### config.mk
export PLATFORM = sky130hd
export DESIGN_NAME = mp22_regs
export DESIGN_NICKNAME = d
export VERILOG_FILES = /design/src/design/mp22_pkg.sv /design/src/design/mp22_regs.sv
export SDC_FILE = /design/constraint.sdc
export NUM_CORES = 1
export LEC_CHECK = 0
export BUFFER_PORTS_ARGS = -buffer_cell sky130_fd_sc_hd__buf_2
export CORE_MARGIN = 2
export CORE_UTILIZATION = 41
export DETAILED_ROUTE_END_ITERATION = 10
export PLACE_DENSITY = 0.93
export SLEW_MARGIN = 30
export SYNTH_ARGS = -nofsm -noshare
export SYNTH_HDL_FRONTEND = slang
export SYNTH_SLANG_ARGS = --single-unit
### constraint.sdc
create_clock -name i_clk -period 2 [get_ports i_clk]
set_input_delay 0.1 -clock i_clk [delete_from_list [all_inputs] [get_ports i_clk]]
set_output_delay 0.1 -clock i_clk [all_outputs]
set_load 0.02 [all_outputs]
### src/design/mp22_pkg.sv
// ----------------------------------------------------------------------------
// mp22_pkg
// shared types and constants for the 2x2 stride-2 max pooling stream
// ----------------------------------------------------------------------------
package mp22_pkg;

    localparam int DATA_W           = 8;
    localparam int MAX_WIDTH_DEF    = 128;
    localparam int MAX_CHANNELS_DEF = 16;
    localparam int HEIGHT_LIMIT     = 128;
    localparam int ROW_W            = 7;
    localparam int HEIGHT_W         = 8;
    localparam int APB_ADDR_W       = 4;
    localparam int APB_DATA_W       = 32;

    // register indexes (paddr[3:2])
    localparam logic [1:0] REG_FRAME_WIDTH   = 2'd0;
    localparam logic [1:0] REG_FRAME_HEIGHT  = 2'd1;
    localparam logic [1:0] REG_CHANNEL_COUNT = 2'd2;

    localparam logic [7:0] FRAME_WIDTH_RST   = 8'd16;
    localparam logic [7:0] FRAME_HEIGHT_RST  = 8'd16;
    localparam logic [4:0] CHANNEL_COUNT_RST = 5'd8;

    typedef logic signed [DATA_W-1:0] t_sample;

    typedef struct packed {
        logic [7:0] frame_width;
        logic [7:0] frame_height;
        logic [4:0] channel_count;
    } t_cfg;

    // what the scan position means for the item arriving now
    typedef struct packed {
        logic in_range;
        logic start;
        logic emit;
        logic last;
    } t_pos_info;

endpackage

### src/design/mp22_regs.sv
// ----------------------------------------------------------------------------
// mp22_regs
// apb-style configuration registers, frame restart pulse on every write
// ----------------------------------------------------------------------------
module mp22_regs (
    input  logic                            i_clk,
    input  logic                            i_rst_n,
    input  logic                            psel,
    input  logic                            penable,
    input  logic                            pwrite,
    input  logic [mp22_pkg::APB_ADDR_W-1:0] paddr,
    input  logic [mp22_pkg::APB_DATA_W-1:0] pwdata,
    output logic [mp22_pkg::APB_DATA_W-1:0] prdata,
    output logic                            pready,
    output mp22_pkg::t_cfg                  o_cfg,
    output logic                            o_cfg_write
);
    import mp22_pkg::*;

    t_cfg       r_cfg;
    logic       wr_en;
    logic [1:0] reg_idx;

    assign pready  = 1'b1;
    assign reg_idx = paddr[3:2];
    assign wr_en   = psel && penable && pwrite && pready;

    always_ff @(posedge i_clk) begin
        if (!i_rst_n) begin
            r_cfg.frame_width   <= FRAME_WIDTH_RST;
            r_cfg.frame_height  <= FRAME_HEIGHT_RST;
            r_cfg.channel_count <= CHANNEL_COUNT_RST;
        end else if (wr_en) begin
            case (reg_idx)
                REG_FRAME_WIDTH:   r_cfg.frame_width   <= pwdata[7:0];
                REG_FRAME_HEIGHT:  r_cfg.frame_height  <= pwdata[7:0];
                REG_CHANNEL_COUNT: r_cfg.channel_count <= pwdata[4:0];
                default: ;
            endcase
        end
    end

    always_comb begin
        prdata = '0;
        case (reg_idx)
            REG_FRAME_WIDTH:   prdata = APB_DATA_W'(r_cfg.frame_width);
            REG_FRAME_HEIGHT:  prdata = APB_DATA_W'(r_cfg.frame_height);
            REG_CHANNEL_COUNT: prdata = APB_DATA_W'(r_cfg.channel_count);
            default:           prdata = '0;
        endcase
    end

    assign o_cfg       = r_cfg;
    assign o_cfg_write = wr_en;

endmodule

* Word level (Yosys, flattened, before mapping) *
Index checks and enable logic that the tools add are counted.

cells by class
  eq/ne operators = 2
  muxes and demuxes = 1
  reductions and logical operators = 6

operators with widths
  operator                                              count
  case mux 8 bit (3 select lines)                       1
  AND reduction 2 bit                                   3
  equality test 2 x 1 -> 1 bit (second input constant)  1
  equality test 2 bit (second input constant)           1
  logical AND 1 bit                                     2
  logical NOT 2 bit                                     1

word-level totals
  flip-flop bits (word level) = 21
  input bits = 41
  word-level logic and storage cells = 12

* Longest topological paths before layout *
  depth in word-level cells = 3
  depth in mapped cells = 4

* Worst setup path before layout *
OpenSTA, ideal clock, no wires.

  path type = register -> output
  start = register r_cfg, in the netlist o_cfg[3]
  end = output port prdata[3] in the netlist's numbering
  arrival time = 1.026 ns
  required time = 1.900 ns
  setup slack = 0.874 ns
  stages on the path, launching flop included = 3
  path buffers = 0
  cell sequence = dfxtp_1 mux2i_1 o21ai_0

between the ends
  word-level cells in the longest chain between the ends = 1

RTL lines
  element                          line             source
  start: declaration               mp22_regs.sv:20  t_cfg r_cfg;
  case mux 8 bit (3 select lines)  mp22_regs.sv:45  case (reg_idx)
  end: declaration                 mp22_regs.sv:13  output logic [mp22_pkg::APB_DATA_W-1:0] prdata,

Every way passes these cells.

* Final worst setup path *
  start = register r_cfg, in the netlist o_cfg[1]
  end = output port prdata[1] in the netlist's numbering

The elaborated chain is that of the path after synthesis.

==> impl_metrics.tcl <==
set metrics [dict create \
    synthArstFlopShare_pct 0 \
    dpl_cell_area_um2 1310 \
    cp.arrival_ns 1.15 \
    maxCapViolCount 0 \
    yosysMostFrequentCell "nand2_1" \
    layout.nets 217 \
    slowest_delay_ns 0.37 \
    diodes 0 \
    r2r-end "o_cfg[3]$_SDFFE_PN1P_" \
    crit_type "flip-flop to primary output" \
    crit_slowest_cell "dfxtp_1" \
    stdcell_area_um2 1340 \
    min_path_type "input port to flip-flop" \
    hold_depth 3 \
    outcome "finished, final reports clean" \
    crit_family "flip-flops" \
    worst_slew_pin_slew_ns 0.689 \
    wire_per_inst_um 11.6 \
    crit_chain "mux2i_1, o21ai_0, buf_2" \
    yosys.cell_types.count 18 \
    path_buf_inv 1 \
    final_cells 206 \
    drive_gt1_share_pct 29.7 \
    critPathMaxFanout 3 \
    synth-edff-count 0 \
    die_y_um 57.7 \
    yosys.area.top_type "dfxtp_1" \
    rows 19 \
    drtIter0Drc 22 \
    vias 929 \
    max_freq_mhz 801 \
    avgSynthCellArea_um2 8.77 \
    power_density_nw_per_um2 565 \
    whs_endpoint "o_cfg[4]$_SDFFE_PN0P_" \
    rsz0062_at_grt "false" \
    clkTransAtPathRegs_ns 0.11 \
    start_util_pct 42.9 \
    dp.cells 202 \
    skew_ns 0 \
    synthFlopType "dfxtp_1" \
    period_needed_ns 1.25 \
    largest_register_ffs 21 \
    max_slew_margin_pct 53.9 \
    port_buffers 44 \
    slew_violations 0 \
    worstPathRequired_ns 1.90 \
    die_x_um 57.7 \
    yosysWarnings 0 \
    worstSetupStartpointType "flip-flop" \
    postCtsSetupRepairBufs 0 \
    via_per_inst 4.51 \
    dieArea_um2 3330 \
    vdd_drop_max_v 0.000513 \
    synth_commonest_cells "nand2_1 (31), mux2i_1 (29), buf_4 (26), dfxtp_1 (21)" \
    finalSetupViolCount 0 \
    cts_tree "built" \
    synth_top_cell_area_share_pct 35.5 \
    rr_worst_depth 2 \
    htreeDepth 1 \
    grt_antenna_before_repair 0 \
    area_delta_synth_final_pct 13.2 \
    p_leak_nw 0.684 \
    synth.area.top_cells "dfxtp_1 (36%), mux2i_1 (25%), buf_4 (16%), nand2_1 (9.8%), nor2b_1 (2.6%)" \
    drc 0 \
    coreArea_um2 2760 \
    setup_tns_ns 0 \
    cts_buffers 3 \
    clock_path_buffers 2 \
    pin_count 96 \
    fill_cells 284 \
    grt_pass1_wl_um 3810 \
    ctsResizeCount 0 \
    track_usage_pct 14.7 \
    mappedNetlistArea_um2 1180 \
    synth-seq-area-share_pct 35.5 \
    drtPass1Iterations 4 \
    dp_slack_ns 0.687 \
    hold_viol_final 0 \
    insertion_delay_ns 0.29 \
    min_from "pwdata[4]" \
    fin_crit_sh_pct 62.4 \
    gr-total-overflow 0 \
    fin_ws_ns 0.752 \
    antenna_left 0 \
    grt_max_degree 32 \
    drt-total-wl_um 2390 \
    r2r_start "o_cfg[3]$_SDFFE_PN1P_" \
    endpoint_kind "primary output" \
    clock_sinks 21 \
    cts_hold_buffers 0 \
    grt_pass1_vias 817 \
    ff2ff_setup_slack_ns 1.35 \
    place_hpwl_um 1720 \
    netlist_instances 135 \
    place_congestion 0.718 \
    ys_seq_elements 21 \
    clockRootBuffer "clkbuf_4" \
]
## logic make-up after synthesis
logic type,after synthesis,share of synthesized area (%)
DFF,21,35.5
AOI/OAI and AO/OA,5,2.11
and+or+nand+nor,45,17.7
muxes,29,24.5
buffers and inverters,33,19.6
other,2,0.634
## where the power goes
group	total, mW	switching [mW]	internal [mW]
registers	0.427	0.00389	0.424
logic	0.130	0.0962	0.0342
clock network	0.200	0.122	0.0777
total	0.757	0.222	0.535
## tightest hold or removal path, delay by kind of cell
| kind | cells | cell delay (ns) |
|---|---|---|
| AND/OR/NAND/NOR | 1 | 0.05 |
| multiplexers | 1 | 0.05 |
| buffers and inverters | 1 | 0.10 |
## layout by cell type (no fill, tap or decap), drive strengths merged
master,netlist,layout
buf,29,45
nand2,31,31
mux2i,29,29
conb,2,25
dfxtp,21,21
o21ai,5,5
nor2b,5,5
clkbuf,3,4
nor2,3,3
nor3b,2,2
and2b,1,1
nand3,1,1
inv,1,1
nor3,1,1
or3,1,1
## layout make-up
type,instances,area [um2],share of cell area [%]
Multi-Input combinational cell,104,623,46.5
Sequential cell,21,420,31.4
Clock buffer,4,26.3,1.96
Timing Repair Buffer,45,228,17.0
Inverter,1,3.75,0.280
Tap cell,31,38.8,2.89
## routing by layer
layer / share of wire (%) / wire length [um] / global-route usage (%)
met1: 46 / 1100 / 19.6
met2: 47 / 1130 / 24.4
met3: 6.0 / 144 / 4.24
met4: 0.59 / 14 / 1.99
met5: 0 / 0 / 0
## how the worst max path moves through the flow
| stage | start | endpoint | cells after the start |
|---|---|---|---|
| finish | o_cfg[1]$_SDFFE_PN0P_ | prdata[1] | 3 |
| global route | o_cfg[14]$_SDFFE_PN0P_ | prdata[1] | 3 |
| CTS | o_cfg[1]$_SDFFE_PN0P_ | prdata[1] | 3 |
| detailed placement | paddr[3] | o_cfg[0]$_SDFFE_PN0P_ | 3 |
| global placement | paddr[3] | o_cfg[1]$_SDFFE_PN0P_ | 3 |
| floorplan | o_cfg[3]$_SDFFE_PN1P_ | prdata[3] | 2 |
## stage by stage
stage	util, %	hold slack [ns]	total power, mW
2_1_floorplan	-	0.242	0.573
3_3_place_gp	47.6	0.364	0.566
3_5_place_dp	47.6	0.371	0.567
4_1_cts	48.6	0.0301	0.770
5_1_grt	48.6	0.0240	0.798
6_report	48.6	0.0405	0.757
Power figures use the tool's default switching activity.
