`src/design/mp22_pkg.sv`:
```
// ----------------------------------------------------------------------------
// mp22_pkg
// shared types and constants for the 2x2 stride-2 max pooling stream
// ----------------------------------------------------------------------------
package mp22_pkg;

    localparam int DATA_W           = 8;
    localparam int MAX_WIDTH_DEF    = 128;
    localparam int MAX_CHANNELS_DEF = 16;
    localparam int HEIGHT_LIMIT     = 128;
    localparam int ROW_W            = 7;
    localparam int HEIGHT_W         = 8;
    localparam int APB_ADDR_W       = 4;
    localparam int APB_DATA_W       = 32;

    // register indexes (paddr[3:2])
    localparam logic [1:0] REG_FRAME_WIDTH   = 2'd0;
    localparam logic [1:0] REG_FRAME_HEIGHT  = 2'd1;
    localparam logic [1:0] REG_CHANNEL_COUNT = 2'd2;

    localparam logic [7:0] FRAME_WIDTH_RST   = 8'd16;
    localparam logic [7:0] FRAME_HEIGHT_RST  = 8'd16;
    localparam logic [4:0] CHANNEL_COUNT_RST = 5'd8;

    typedef logic signed [DATA_W-1:0] t_sample;

    typedef struct packed {
        logic [7:0] frame_width;
        logic [7:0] frame_height;
        logic [4:0] channel_count;
    } t_cfg;

    // what the scan position means for the item arriving now
    typedef struct packed {
        logic in_range;
        logic start;
        logic emit;
        logic last;
    } t_pos_info;

endpackage

```
`src/design/mp22_scan.sv`:
```
// ----------------------------------------------------------------------------
// mp22_scan
// raster position counters and line store address for the next item
// ----------------------------------------------------------------------------
module mp22_scan #(
    parameter int MAX_WIDTH    = mp22_pkg::MAX_WIDTH_DEF,
    parameter int MAX_CHANNELS = mp22_pkg::MAX_CHANNELS_DEF,
    parameter int ADDR_W       = 10
) (
    input  logic                  i_clk,
    input  logic                  i_rst_n,
    input  mp22_pkg::t_cfg        i_cfg,
    input  logic                  i_cfg_write,
    input  logic                  i_step,
    output logic [ADDR_W-1:0]     o_addr,
    output mp22_pkg::t_pos_info   o_info
);
    import mp22_pkg::*;

    localparam int COL_W = (MAX_WIDTH > 1) ? $clog2(MAX_WIDTH) : 1;
    localparam int WID_W = $clog2(MAX_WIDTH + 1);
    localparam int CH_W  = (MAX_CHANNELS > 1) ? $clog2(MAX_CHANNELS) : 1;
    localparam int CNT_W = $clog2(MAX_CHANNELS + 1);

    logic [COL_W-1:0]    r_col, n_col;
    logic [ROW_W-1:0]    r_row, n_row;
    logic [CH_W-1:0]     r_ch, n_ch;

    logic [31:0]         w_ext, h_ext, c_ext;
    logic [WID_W-1:0]    w_eff, used_w;
    logic [HEIGHT_W-1:0] h_eff, used_h;
    logic [CNT_W-1:0]    c_eff;
    logic                row_odd, col_odd;

    // clamp the registers to the supported ranges
    always_comb begin
        w_ext = 32'(i_cfg.frame_width);
        h_ext = 32'(i_cfg.frame_height);
        c_ext = 32'(i_cfg.channel_count);
        if (w_ext < 32'd2)                   w_eff = WID_W'(2);
        else if (w_ext > 32'(MAX_WIDTH))     w_eff = WID_W'(MAX_WIDTH);
        else                                 w_eff = WID_W'(w_ext);
        if (h_ext < 32'd2)                   h_eff = HEIGHT_W'(2);
        else if (h_ext > 32'(HEIGHT_LIMIT))  h_eff = HEIGHT_W'(HEIGHT_LIMIT);
        else                                 h_eff = HEIGHT_W'(h_ext);
        if (c_ext < 32'd1)                   c_eff = CNT_W'(1);
        else if (c_ext > 32'(MAX_CHANNELS))  c_eff = CNT_W'(MAX_CHANNELS);
        else                                 c_eff = CNT_W'(c_ext);
        used_w = {w_eff[WID_W-1:1], 1'b0};
        used_h = {h_eff[HEIGHT_W-1:1], 1'b0};
    end

    always_comb begin
        n_col = r_col;
        n_row = r_row;
        n_ch  = r_ch;
        if (i_cfg_write) begin
            n_col = '0;
            n_row = '0;
            n_ch  = '0;
        end else if (i_step) begin
            if (CNT_W'(r_ch) + CNT_W'(1) >= c_eff) begin
                n_ch = '0;
                if (WID_W'(r_col) + WID_W'(1) >= w_eff) begin
                    n_col = '0;
                    if (HEIGHT_W'(r_row) + HEIGHT_W'(1) >= h_eff) begin
                        n_row = '0;
                    end else begin
                        n_row = r_row + ROW_W'(1);
                    end
                end else begin
                    n_col = r_col + COL_W'(1);
                end
            end else begin
                n_ch = r_ch + CH_W'(1);
            end
        end
    end

    always_ff @(posedge i_clk) begin
        if (!i_rst_n) begin
            r_col <= '0;
            r_row <= '0;
            r_ch  <= '0;
        end else begin
            r_col <= n_col;
            r_row <= n_row;
            r_ch  <= n_ch;
        end
    end

    assign row_odd = r_row[0];
    assign col_odd = r_col[0];

    always_comb begin
        o_info.in_range = (WID_W'(r_col) < used_w) && (HEIGHT_W'(r_row) < used_h)
                          && (CNT_W'(r_ch) < c_eff);
        o_info.start    = !row_odd && !col_odd;
        o_info.emit     = row_odd && col_odd;
        o_info.last     = (HEIGHT_W'(r_row) == used_h - HEIGHT_W'(1))
                          && (WID_W'(r_col) == used_w - WID_W'(1))
                          && (CNT_W'(r_ch) == c_eff - CNT_W'(1));
    end

    // half-column major, channel minor
    assign o_addr = ADDR_W'(32'(r_col >> 1) * 32'(MAX_CHANNELS) + 32'(r_ch));

endmodule

```
`config.mk`:
```
export PLATFORM = sky130hd
export DESIGN_NAME = mp22_scan
export DESIGN_NICKNAME = d
export VERILOG_FILES = /design/src/design/mp22_pkg.sv /design/src/design/mp22_scan.sv
export SDC_FILE = /design/constraint.sdc
export NUM_CORES = 1
export LEC_CHECK = 0
export ABC_AREA = 1
export BUFFER_PORTS_ARGS = -buffer_cell sky130_fd_sc_hd__buf_2
export CELL_PAD_IN_SITES_DETAIL_PLACEMENT = 0
export CELL_PAD_IN_SITES_GLOBAL_PLACEMENT = 1
export CORE_MARGIN = 2
export CORE_UTILIZATION = 43
export CTS_CLUSTER_DIAMETER = 30
export DETAILED_ROUTE_END_ITERATION = 8
export PLACE_DENSITY_LB_ADDON = 0.1
export SETUP_SLACK_MARGIN = 0.1
export SLEW_MARGIN = 0
export SYNTH_ARGS = -nofsm -noshare
export SYNTH_HDL_FRONTEND = slang
export SYNTH_SLANG_ARGS = --single-unit
```
`constraint.sdc`:
```
create_clock -name i_clk -period 5.1 [get_ports i_clk]
set_input_delay 0.255 -clock i_clk [delete_from_list [all_inputs] [get_ports i_clk]]
set_output_delay 0.255 -clock i_clk [all_outputs]
set_load 0.02 [all_outputs]
```
Yosys cells after proc, flatten, opt, wreduce, memory -nomap -nowiden
Index checks and enable logic that the tools add are counted.
Widths: inputs -> output; s select.
- bits of input ports: 25
- register bits: 18
- $add $sub $neg: 10
- reduce and logical (&&, ||, !) cells: 11
- bitwise logic cells: 1
- $lt $le $gt $ge: 12
- multiplexer cells: 9
- equality and inequality tests: 3
- operator list (operator ; number):
    $mux 8 ; 4
    $add 7x1->8 const B ; 2
    $eq 7x8->1 ; 2
    $ge 8x8->1 ; 2
    $gt 8x8->1 const B ; 2
    $lt 7x8->1 ; 2
    $lt 8x2->1 const B ; 2
    $sub 8x1->8 const B ; 2
    $add 7x1->7 const B ; 2
    $mux 7 ; 2
    $add 10x4->10 ; 1
    $mux 5 ; 2
    $logic_and 1x1->1 ; 6
    $add 4x1->5 const B ; 1
    $eq 4x5->1 ; 1
    $ge 5x5->1 ; 1
    $gt 5x5->1 const B ; 1
    $lt 4x5->1 ; 1
    $lt 5x1->1 const B ; 1
    $sub 5x1->5 const B ; 1
    $add 4x1->4 const B ; 1
    $mux 4 ; 1
    $reduce_and 3->1 ; 1
    $logic_not 1->1 ; 2
    3 further kinds ; 3

Longest topological paths before layout
Gate-level depths: netlist of run 1.
- depth in word-level cells: 7
- mapped depth: 19
- depth with buffers taken out: 19

Least setup slack after synthesis of run 1
OpenSTA, ideal clock, no wires.
- kind: reg2reg
- start point: register r_col[0]
- end point: register r_col[0]
- arrival: 2.437 ns
- cell stages (with the launch flop): 15
- slack: 2.604 ns
- setup time: 0.059 ns
- clock period less this slack: 2.496 ns
- data required time: 5.041 ns
- buffers on the path: 0
- cell sequence: dfxtp_1 inv_1 nor3_1 inv_1 nor3_1 xor2_1 inv_1 ha_1 nand2_1 nor2_1 nand4_1 o2111ai_1 nor3_1 nand2_1 nand2_1
- cells in the longest elaborated chain, start to end: 3
- elaborated cells on any way between the ends: 4
- those cells by class: 2 x add/sub; 1 x order compare; 1 x mux
- ends and longest elaborated chain (element ; RTL line ; source):
    from (decl) ; mp22_scan.sv:25 ; logic [COL_W-1:0] r_col, n_col;
    from (signal assigned) ; mp22_scan.sv:86 ; r_col <= n_col;
    $add 7x1->8 ; mp22_scan.sv:64 ; if (WID_W'(r_col) + WID_W'(1) >= w_eff) begin
    $ge 8x8->1 ; mp22_scan.sv:64 ;
    $mux 7 * ; mp22_scan.sv:64 ;
Mark *: on every way between the ends. The rest lies on a longest branch, timed or not.
A chain may end at the register's enable or synchronous reset.

Worst setup path after layout of run 1
Same ends and word-level chain as after synthesis.

==> qor_table.md, run 1 <==
| Item | Reported |
| --- | --- |
| Result of the run | completed |
| Worst IR drop on VDD | 145 uV |
| Latest clock arrival within the worst-skew pair | 0.25 ns |
| Post-detailed-routing wire length | 6.54 mm |
| Fraction of post-synthesis cell area in the top cell type by area | 20.8% |
| Area inside the core boundary | 5890 sq um |
| Kind of end point of the critical path | register |
| Power Dens Cells | 138 nW/um^2 |
| Global router's overall resource usage | 20.7% |
| CTS max path bufs | 2 |
| Net switching component of the power | 0.000139 W |
| Synth-to-Final Area Change | 10.9% |
| Die height | 81.6 microns |
| Kind of critical path | reg -> reg |
| Cts repair resizes | 0 |
| Startpoint type of the worst setup path | register |
| Clock power frac | 30.5% |
| Via density per instance | 4.96 |
| Hold-fix buffer count after cts | 0 |
| Commonest non-fill, non-tap cells in the layout | 116 x sky130_fd_sc_hd__nand2_1, 61 x sky130_fd_sc_hd__inv_1, 49 x sky130_fd_sc_hd__nor2_1 |
| Critical path peak fanout | 7 |
| Hold/Removal Path Class | in -> reg |
| Clock tree root buffer cell | sky130_fd_sc_hd__clkbuf_8 |
| Data required time of the critical path | 5.30 ns |
| I/O pin count | 39 |
| Mean cell area of the mapped netlist | 6.07 sq um |
| Maximum frequency from static timing analysis | 0.310 GHz |
| Highest signal layer in the routed design | met4 |
| Setup_tns | 0 ns |
| Number of enable flip-flop cells after synthesis | 0 |
| Num Clock Sinks | 18 |
| Floorplan row count | 28 |
| Share of the yosys chip area belonging to registers | 13.9% |
| Routability congestion estimate from global placement | 0.878 |
| H-Tree Level Count | 1 |
| Switching part of the total | 35.0% |
| Clock tree from TritonCTS | yes |
| Setup clock skew after layout | 0.00169 ns |
| Ratio of cells with drive above 1 in the final layout | 10.4% |
| Vias after detailed routing | 2661 |
| Portion of total power attributed to combinational logic | 33.5% |
| CP Data Arrival Time | 3.43 ns |
| Max-slew violations | 0 |
| Commonest non-fill, non-tap cell in the layout | sky130_fd_sc_hd__nand2_1 |
| Main area contributors after synthesis | sky130_fd_sc_hd__ha_1 21%, sky130_fd_sc_hd__nand2_1 17%, sky130_fd_sc_hd__dfxtp_1 14% |
| Post-route worst hold slack | 0.275 ns |
| Antenna diode count | 0 |
| Half-perimeter wire length of the detailed placement result | 5.48 mm |
| Met2 WL post-DR | 2.85 mm |
| DIE AREA | 6670 sq um |
| Tightest slew margin relative to the limit | 41.5% |
| RSZ-0062 raised after global routing | no |
| Drt initial violations | 117 |
| Post-synthesis cell area | 2590 sq um |
| Total clock buffers created by CTS | 3 |
| Clock slew seen by the registers of the worst setup and hold paths | 0.08 ns |
| Final setup violation count | 0 |
| Final routed wire length divided by cell count | 12.2 microns |
| Detailed route wirelength on metal3 | 167 microns |
| Initial standard-cell utilization of the core | 44.0% |
| GRT Residual Overflow | 0 |
| Count of nets left with antenna violations after detail routing | 0 |
| Total iterations of the first detailed-routing run | 4 |
| Synth unique cells | 24 |
| Final Hold Viols | 0 |
| Wire length of the first global-routing pass | 11.0 mm |
| Total of buffers placed on input and output ports | 38 |
| Number of nets produced by synthesis | 495 |
| Number of warnings reported in the yosys synthesis log | 0 |
| Cell accounting for the most synthesized area | sky130_fd_sc_hd__ha_1 |
| Final min period | 3.23 ns |
| MaxCap Viol Count | 0 |
| Prevailing post-synth register cell | sky130_fd_sc_hd__dfxtp_1 |
| Pleak | 1.57 nW |
| Setup bufs post-CTS | 0 |
| Synth Register Bits | 18 |
| # DRC | 0 |
| Number of global-route vias before repair | 2413 |
| Share of the clock period used by the worst path | 63.2% |
| Antenna violations before repair | 0 |
| Share of synthesized registers carrying an async set or reset | 0% |
| Die W | 81.6 microns |
| Met1 Wirelength | 3.50 mm |
| Final nets | 530 |
| Actual transition at the worst max-transition pin | 0.871 ns |
| Largest net degree at the start of global routing | 12 |
| P_int | 0.000259 W |
| Post-synthesis cell count | 427 |
| Relative contribution of sequential cells to total power | 36.1% |
[cells by family (layout without fill, tap and decap cells)]
group / count (synthesis) / count (layout) / share of synthesized area, %
simple gates: 221 / 221 / 35.7
compound gates: 59 / 59 / 13.1
buf+inv: 70 / 104 / 11.1
fa+ha+maj: 43 / 43 / 20.8
flops: 18 / 18 / 13.9
xor+xnor: 16 / 16 / 5.41
[power by group through the flow]
stage          registers, W   logic, W  clock network [W]
6_report           0.000144   0.000133           0.000121
3_5_place_dp       0.000147   0.000134                  0
2_1_floorplan      0.000147  0.0000921                  0
5_1_grt            0.000144   0.000155           0.000129
3_3_place_gp       0.000147   0.000133                  0
4_1_cts            0.000144   0.000134           0.000122
[path summary, 6_finish.rpt]
path | start | endpoint | slack, ns | depth (start not counted)
setup / recovery | r_col[0]$_SDFFE_PP0P_ | r_col[0]$_SDFFE_PP0P_ | 1.87 | 14
hold / removal | i_cfg_write | r_row[4]$_SDFFE_PP0P_ | 0.27 | 4
setup reg to reg | r_col[0]$_SDFFE_PP0P_ | r_col[0]$_SDFFE_PP0P_ | 1.87 | 14
hold reg to reg | r_col[1]$_SDFFE_PP0P_ | r_col[1]$_SDFFE_PP0P_ | 0.50 | 2
[registers in the layout, summed over array words and instances, names as in the netlist]
name and cells:
r_ch 4, r_col 7, r_row 7
[cell usage after synthesis (2+ instances only)]
cell type                  instances
sky130_fd_sc_hd__nand4_1          11
sky130_fd_sc_hd__o21a_1            6
sky130_fd_sc_hd__nand3_1          29
sky130_fd_sc_hd__nor3_1           11
sky130_fd_sc_hd__ha_1             43
sky130_fd_sc_hd__o21bai_1          5
sky130_fd_sc_hd__dfxtp_1          18
sky130_fd_sc_hd__or2_2             2
sky130_fd_sc_hd__xor2_1           15
sky130_fd_sc_hd__nand2_1         116
sky130_fd_sc_hd__o21ai_0          16
sky130_fd_sc_hd__nor2_1           49
sky130_fd_sc_hd__inv_1            61
sky130_fd_sc_hd__a21oi_1          29
sky130_fd_sc_hd__buf_4             7
[critical path: stages (launching register included)]
cell                        delay [ns]
sky130_fd_sc_hd__dfxtp_1          0.45
sky130_fd_sc_hd__inv_1            0.09
sky130_fd_sc_hd__nor3_1           0.30
sky130_fd_sc_hd__inv_1            0.07
sky130_fd_sc_hd__nor3_1           0.29
sky130_fd_sc_hd__xor2_1           0.19
sky130_fd_sc_hd__inv_1            0.07
sky130_fd_sc_hd__ha_1             0.31
sky130_fd_sc_hd__nand2_1          0.07
sky130_fd_sc_hd__nor2_1           0.05
sky130_fd_sc_hd__nand4_1          0.08
sky130_fd_sc_hd__o2111ai_1        0.24
sky130_fd_sc_hd__nor3_1           0.74
sky130_fd_sc_hd__nand2_1          0.12
sky130_fd_sc_hd__nand2_1          0.09
[layer usage]
metal,global-route usage [%],up-vias
met5,0,-
met4,2.00,0
met3,2.20,2
met2,34.8,34
met1,29.5,1160
li1,-,1465
[stage by stage]
step | worst slack (ns) | power (W) | utilization [%] | std cells | area, sq um
after CTS | 1.88 | 0.000400 | 48.9 | 536 | 2880
after detailed placement | 1.92 | 0.000281 | 47.9 | 532 | 2820
after global placement | 1.90 | 0.000280 | 47.9 | 532 | 2820
after floorplan | 2.60 | 0.000239 | - | 427 | 2590
final | 1.87 | 0.000398 | 48.9 | 536 | 2880
after global routing | 1.50 | 0.000428 | 48.9 | 536 | 2880
[layout make-up]
type,instances,area [sq um]
tap,75,93.8
inverter,62,233
sequential,18,360
fill,640,3010
multi-input combinational,339,1940
timing repair buffer,38,190
clock buffer,4,55.1
Note: power is estimated with default switching activity, not from simulation.
==> run 2, diff against run 1 <==
--- a/config.mk
+++ b/config.mk
@@ -10,7 +10,7 @@
 export CELL_PAD_IN_SITES_DETAIL_PLACEMENT = 0
 export CELL_PAD_IN_SITES_GLOBAL_PLACEMENT = 1
 export CORE_MARGIN = 2
-export CORE_UTILIZATION = 43
+export CORE_UTILIZATION = 36
 export CTS_CLUSTER_DIAMETER = 30
 export DETAILED_ROUTE_END_ITERATION = 8
 export PLACE_DENSITY_LB_ADDON = 0.1
==> constraint.sdc (replaced) <==
create_clock -name i_clk -period 2.7 [get_ports i_clk]
set_input_delay 0.135 -clock i_clk [delete_from_list [all_inputs] [get_ports i_clk]]
set_output_delay 0.135 -clock i_clk [all_outputs]
set_load 0.02 [all_outputs]
==> run 2 against run 1 <==
Clock-buffer cell count unchanged. Via count rose by 6.1%. Wire length is 12% higher. Worst setup slack got worse by 1.6 ns. Worst hold slack worse by 0.12 ns. Global-route usage fell by 1.5 points. Die area increased by 18%. Register-to-register slack got worse by 1.6 ns. Final area up 11%. Power is 99% higher. Sequential share of layout area is 1.2 points lower. Utilization is 2.4 points lower.
==> qor_table.md, run 2 (same netlist as run 1, synthesis figures left out) <==
| Item | Reported |
| --- | --- |
| Largest net degree at the start of global routing | 12 |
| H-Tree Level Count | 1 |
| I/O pin count | 39 |
| Maximum frequency from static timing analysis | 0.413 GHz |
| Power Dens Cells | 248 nW/um^2 |
| Wire length of the first global-routing pass | 12.0 mm |
| Setup_tns | 0 ns |
| Clock slew seen by the registers of the worst setup and hold paths | 0.07 ns |
| Critical path peak fanout | 4 |
| Total of buffers placed on input and output ports | 38 |
| Floorplan row count | 30 |
| Smallest setup slack after layout | 0.279 ns |
| Latest clock arrival within the worst-skew pair | 0.26 ns |
| Count of nets left with antenna violations after detail routing | 0 |
| Routability congestion estimate from global placement | 0.841 |
| Post-detailed-routing wire length | 7.34 mm |
| Antenna diode count | 0 |
| DIE AREA | 7900 sq um |
| Commonest non-fill, non-tap cell in the layout | sky130_fd_sc_hd__nand2_1 |
| Final min period | 2.42 ns |
| Largest registers | r_col (7), r_row (7), r_ch (4) |
| Max-slew violations | 0 |
| Pre-CTS setup slack | 0.0289 ns |
| Pleak | 1.69 nW |
| Total iterations of the first detailed-routing run | 5 |
| Final nets | 550 |
| Num Clock Sinks | 18 |
| Vias after detailed routing | 2824 |
| Drt initial violations | 85 |
| Synth-to-Final Area Change | 23.0% |
| Kind of critical path | in -> out |
| Number of global-route vias before repair | 2601 |
| Global router's overall resource usage | 19.2% |
| CTS max path bufs | 2 |
| RSZ-0062 raised after global routing | yes |
| CP Data Arrival Time | 2.29 ns |
| Clock tree from TritonCTS | yes |
| Startpoint type of the worst setup path | input port |
| # DRC | 0 |
| GRT Residual Overflow | 0 |
| Result of the run | completed |
| Share of the clock period used by the worst path | 89.7% |
| Slowest Stage Delay on Critical Path | 0.28 ns |
| Slowest library cell on the worst path | sky130_fd_sc_hd__ha_4 |
| Hold-fix buffer count after cts | 0 |
| Hold/Removal Path Class | in -> reg |
| Clock tree root buffer cell | sky130_fd_sc_hd__clkbuf_8 |
| Final Hold Viols | 0 |
| Cell-by-cell trace of the critical path | buf_2, nor2_2, nand2_2, o21ai_4, buf_6, nand2_2, ha_4, inv_1, nand2_1, nand2_1, nor2_1, nand3_1, nor3_2, nand2_1, nor2_2, nand2_1, nor2_1, nand2_1, nor2_1, buf_4 |
| Initial standard-cell utilization of the core | 37.7% |
| Actual transition at the worst max-transition pin | 0.415 ns |
| Antenna violations before repair | 0 |
| Ratio of cells with drive above 1 in the final layout | 20.2% |
| MaxCap Viol Count | 0 |
| Kind of end point of the critical path | output pin |
| Most prevalent standard cell on the critical path | sky130_fd_sc_hd__nand2_1 |
| Final setup violation count | 0 |
| Final routed wire length divided by cell count | 12.7 microns |
| Area inside the core boundary | 6870 sq um |
| Layout filler cell count | 788 |
| Data required time of the critical path | 2.57 ns |
| Via density per instance | 4.89 |
| Setup clock skew after layout | 0.00875 ns |
| Total clock buffers created by CTS | 3 |
| Commonest non-fill, non-tap cells in the layout | 107 x sky130_fd_sc_hd__nand2_1, 60 x sky130_fd_sc_hd__inv_1, 42 x sky130_fd_sc_hd__nor2_1 |
| Half-perimeter wire length of the detailed placement result | 6.01 mm |
| Die W | 88.9 microns |
| Die height | 88.9 microns |
| Worst IR drop on VDD | 170 uV |
| Tightest slew margin relative to the limit | 72.0% |
-- run 2: cell count changes in the layout (fill, tap and decap cells not counted), sizes merged --
cell and delta:
buf +20
-- run 2: power breakdown --
part	internal (W)	leakage, nW	switching (W)
Combinational	0.000110	1.52	0.000176
Sequential	0.000267	0.146	0.00000296
Clock	0.000130	0.0288	0.000104
-- run 2: metal layers --
| metal | part of all wire (%) | global-route usage (%) | up-vias |
|---|---|---|---|
| li1 | - | - | 1506 |
| met2 | 48 | 33.2 | 55 |
| met5 | 0 | 0 | - |
| met1 | 48 | 25.9 | 1257 |
| met4 | 0.63 | 3.72 | 0 |
| met3 | 3.3 | 2.05 | 6 |
-- run 2: final cells by class --
type	instances	area [sq um]	area share (%)
Clock buffer	4	55.1	1.73
Sequential cell	18	362	11.3
Timing Repair Buffer	58	348	10.9
Multi-Input combinational cell	339	2070	65.0
Tap cell	96	120	3.77
Inverter	62	233	7.30
-- run 2: per-stage QoR --
stage / hold slack, ns / cells / util (%) / power (W) / instance area [sq um]
final: 0.151 / 577 / 46.4 / 0.000791 / 3190
after global routing: 0.158 / 577 / 46.4 / 0.000854 / 3190
after CTS: 0.147 / 572 / 44.0 / 0.000778 / 3020
after detailed placement: 0.425 / 568 / 43.1 / 0.000539 / 2960
after global placement: 0.422 / 568 / 43.1 / 0.000537 / 2960
after floorplan: 0.316 / 427 / - / 0.000452 / 2590
-- run 2: worst max-delay path, delay by kind of cell --
kind / cells / cell delay, ns
and+or+nand+nor: 14 / 1.27
buffers and inverters: 4 / 0.43
adders and majority gates: 1 / 0.28
AOI/OAI and AO/OA: 1 / 0.16
-- run 2: final timing paths --
check	startpoint	end	slack, ns	cells past startpoint
hold / removal	i_cfg_write	r_row[4]$_SDFFE_PP0P_	0.15	4
setup / recovery	i_cfg[14]	o_info[0]	0.28	20
hold reg to reg	r_col[0]$_SDFFE_PP0P_	r_col[0]$_SDFFE_PP0P_	0.52	3
setup reg to reg	r_col[0]$_SDFFE_PP0P_	r_col[2]$_SDFFE_PP0P_	0.31	14
-- run 2: what timing repair did --
action,4_1_cts,5_1_grt
gates cloned,0,1
setup buffers,0,4
pin swaps,0,11
endpoints found under the setup margin,1,16
resized for setup,3,35
==> run 3, diff against run 2 <==
--- a/config.mk
+++ b/config.mk
@@ -5,12 +5,11 @@
 export SDC_FILE = /design/constraint.sdc
 export NUM_CORES = 1
 export LEC_CHECK = 0
-export ABC_AREA = 1
 export BUFFER_PORTS_ARGS = -buffer_cell sky130_fd_sc_hd__buf_2
 export CELL_PAD_IN_SITES_DETAIL_PLACEMENT = 0
 export CELL_PAD_IN_SITES_GLOBAL_PLACEMENT = 1
-export CORE_MARGIN = 2
-export CORE_UTILIZATION = 36
+export CORE_MARGIN = 5
+export CORE_UTILIZATION = 38
 export CTS_CLUSTER_DIAMETER = 30
 export DETAILED_ROUTE_END_ITERATION = 8
 export PLACE_DENSITY_LB_ADDON = 0.1
==> run 3 against run 2 <==
Sequential power about the same. Power down 5.7%. Combinational power down 14%. Maximum frequency down 2.4%. Worst setup slack worse by 0.060 ns. Critical path type unchanged.
==> qor_table.md, run 3 <==
| Item | Reported |
| --- | --- |
| Layout filler cell count | 601 |
| Power Dens Cells | 245 nW/um^2 |
| Setup clock skew after layout | 0.00206 ns |
| Cell accounting for the most synthesized area | sky130_fd_sc_hd__ha_1 |
| Antenna diode count | 0 |
| Clock tree from TritonCTS | yes |
| Share of the clock period used by the worst path | 91.9% |
| Hold/Removal Path Class | in -> reg |
| Commonest non-fill, non-tap cell in the layout | sky130_fd_sc_hd__ha_1 |
| Share of the yosys chip area belonging to registers | 15.4% |
| Largest net degree at the start of global routing | 13 |
| Number of enable flip-flop cells after synthesis | 0 |
| Kind of end point of the critical path | output pin |
| Routability congestion estimate from global placement | 0.881 |
| Largest registers | r_col (7), r_row (7), r_ch (4) |
| Die height | 88.6 microns |
| Vias after detailed routing | 2340 |
| Synth-to-Final Area Change | 29.8% |
| Prevailing post-synth register cell | sky130_fd_sc_hd__dfxtp_1 |
| Final setup violation count | 0 |
| Final Hold Viols | 0 |
| Total clock buffers created by CTS | 3 |
| Via density per instance | 5.34 |
| Compound-gate portion of the synthesized area | 22.0% |
| Global router's overall resource usage | 17.4% |
| Half-perimeter wire length of the detailed placement result | 5.25 mm |
| Min-Delay Endpoint | r_ch[0]$_SDFFE_PP0P_ |
| Simple-gate share of the synthesized area | 23.6% |
| Share of synthesized cell area in full adder, half adder and majority cells | 22.9% |
| # DRC | 0 |
| Total iterations of the first detailed-routing run | 4 |
| Number of global-route vias before repair | 2246 |
| Cell count after placement | 430 |
| Most used standard cell by instance count after synthesis | sky130_fd_sc_hd__ha_1 |
| Clock slew seen by the registers of the worst setup and hold paths | 0.07 ns |
| Setup_tns | 0 ns |
| Final min period | 2.48 ns |
| H-Tree Level Count | 1 |
| Commonest non-fill, non-tap cells in the layout | 39 x sky130_fd_sc_hd__ha_1, 36 x sky130_fd_sc_hd__buf_2, 33 x sky130_fd_sc_hd__buf_4 |
| RSZ-0062 raised after global routing | yes |
| Non-filler instance count after layout | 438 |
| Hold wc startpoint | i_step |
| Post-synthesis cell count | 300 |
| Die W | 88.6 microns |
| Final nets | 432 |
| Total of buffers placed on input and output ports | 38 |
| MaxCap Viol Count | 0 |
| Worst IR drop on VDD | 124 uV |
| Hold path depth | 3 |
| GRT Residual Overflow | 0 |
| Share of synthesized registers carrying an async set or reset | 0% |
| Main combinational cell family by area after synthesis | simple AND/OR/NAND/NOR gates |
| Latest clock arrival within the worst-skew pair | 0.26 ns |
| Count of nets left with antenna violations after detail routing | 0 |
| I/O pin count | 39 |
| Post-detailed-routing wire length | 6.64 mm |
| Synth cell count leaders | 43 x sky130_fd_sc_hd__ha_1, 33 x sky130_fd_sc_hd__nand2_1, 22 x sky130_fd_sc_hd__nor2_1, 18 x sky130_fd_sc_hd__dfxtp_1, 15 x sky130_fd_sc_hd__a21oi_1 |
| Pleak | 1.40 nW |
| Number of nets produced by synthesis | 368 |
| Tightest slew margin relative to the limit | 67.7% |
| Maximum frequency from static timing analysis | 0.403 GHz |
| Area inside the core boundary | 5960 sq um |
| Instance area at placement | 2780 sq um |
| CP Data Arrival Time | 2.35 ns |
| Kind of critical path | in -> out |
| Fin util | 51.1% |
| Startpoint type of the worst setup path | input port |
| Post-layout instance area | 3040 sq um |
| Worst r2r path cells | 10 |
| Final routed wire length divided by cell count | 15.2 microns |
| Ratio of cells with drive above 1 in the final layout | 29.2% |
| Clock tree root buffer cell | sky130_fd_sc_hd__clkbuf_8 |
| Crit Reg-Reg Startpoint | r_col[0]$_SDFFE_PP0P_ |
| Wire length of the first global-routing pass | 10.8 mm |
| Fraction of post-synthesis cell area in the top cell type by area | 22.9% |
| Fraction of synthesized area in multiplexers | 1.76% |
| Main area contributors after synthesis | sky130_fd_sc_hd__ha_1 23%, sky130_fd_sc_hd__dfxtp_1 15%, sky130_fd_sc_hd__nand2_1 5.3% |
| Max-slew violations | 0 |
| Initial standard-cell utilization of the core | 39.4% |
| DIE AREA | 7840 sq um |
| Data required time of the critical path | 2.57 ns |
| Antenna violations before repair | 0 |
| Number of warnings reported in the yosys synthesis log | 0 |
| Mean cell area of the mapped netlist | 7.82 sq um |
| Num Clock Sinks | 18 |
| CTS max path bufs | 2 |
| Drt initial violations | 98 |
| Reg2Reg Capture Point | r_col[0]$_SDFFE_PP0P_ |
| Critical path peak fanout | 2 |
| Floorplan row count | 28 |
| Actual transition at the worst max-transition pin | 0.484 ns |
| R2R Setup Slk | 0.28 ns |
| Post-synthesis cell area | 2350 sq um |
| Synth Register Bits | 18 |
| Post-synthesis xor/xnor area fraction | 8.96% |
| Result of the run | completed |
| Synth unique cells | 51 |
-- run 3: what timing repair did --
action	in CTS	in global routing
setup buffers	0	4
gates resized for setup	2	34
pin swaps	0	10
hold buffers	0	0
setup endpoints to repair	1	15
cloned	0	0
-- run 3: report_power, final --
part           total, W  internal, W  switching (W)
Clock          0.000232     0.000130       0.000102
Combinational  0.000245     0.000111       0.000133
Sequential     0.000268     0.000266     0.00000196
-- run 3: worst max path at each step --
| stage | from | slack (ns) | end | depth (start not counted) |
|---|---|---|---|---|
| floorplan | i_cfg[17] | 0.20 | o_info[0] | 10 |
| global placement | i_cfg[11] | 0.13 | o_info[0] | 12 |
| detailed placement | i_cfg[11] | 0.1 | o_info[0] | 12 |
| CTS | i_cfg[17] | 0.12 | o_info[0] | 12 |
| global route | i_cfg[16] | 0.002 | o_info[0] | 12 |
| finish | i_cfg[16] | 0.22 | o_info[0] | 12 |
-- run 3: logic make-up (layout without fill, tap and decap cells) --
family	after synthesis	in the layout
buffers and inverters	27	90
adder cells (fa/ha/maj)	43	43
AO/OA/AOI/OAI	73	73
flip-flops	18	18
XOR/XNOR	24	24
multiplexers	4	4
AND/OR/NAND/NOR	111	111
-- run 3: stage by stage --
stage	setup WS (ns)	hold WS [ns]	total power, W
after CTS	0.123	0.261	0.000728
final	0.219	0.273	0.000746
after floorplan	0.204	0.389	0.000406
after global placement	0.130	0.495	0.000490
after global routing	0.00241	0.302	0.000790
after detailed placement	0.0987	0.525	0.000489
-- run 3: critical path, cell delays in order --
cell and delay, ns:
sky130_fd_sc_hd__buf_8 0.10, sky130_fd_sc_hd__nor4_4 0.29, sky130_fd_sc_hd__nor2b_4 0.21, sky130_fd_sc_hd__o21ai_4 0.07
sky130_fd_sc_hd__inv_2 0.06, sky130_fd_sc_hd__ha_4 0.20, sky130_fd_sc_hd__nor4_2 0.23, sky130_fd_sc_hd__o2111ai_1 0.15
sky130_fd_sc_hd__nor4b_2 0.22, sky130_fd_sc_hd__nand4_1 0.13, sky130_fd_sc_hd__a2111oi_2 0.33, sky130_fd_sc_hd__buf_2 0.22
-- run 3: metal layers --
| metal | vias up | routed length, microns | track usage, % |
|---|---|---|---|
| li1 | 1220 | - | - |
| met1 | 1058 | 3420 | 26.0 |
| met2 | 53 | 2800 | 25.9 |
| met3 | 9 | 292 | 1.58 |
| met4 | 0 | 119 | 5.77 |
| met5 | - | 0 | 0 |
-- run 3: cell type report --
type	count	area, sq um	share of cell area, %
Multi-Input combinational cell	255	2010	66.1
Clock buffer	4	55.1	1.81
Sequential cell	18	365	12.0
Inverter	14	52.6	1.73
Timing Repair Buffer	72	465	15.3
Tap cell	75	93.8	3.08
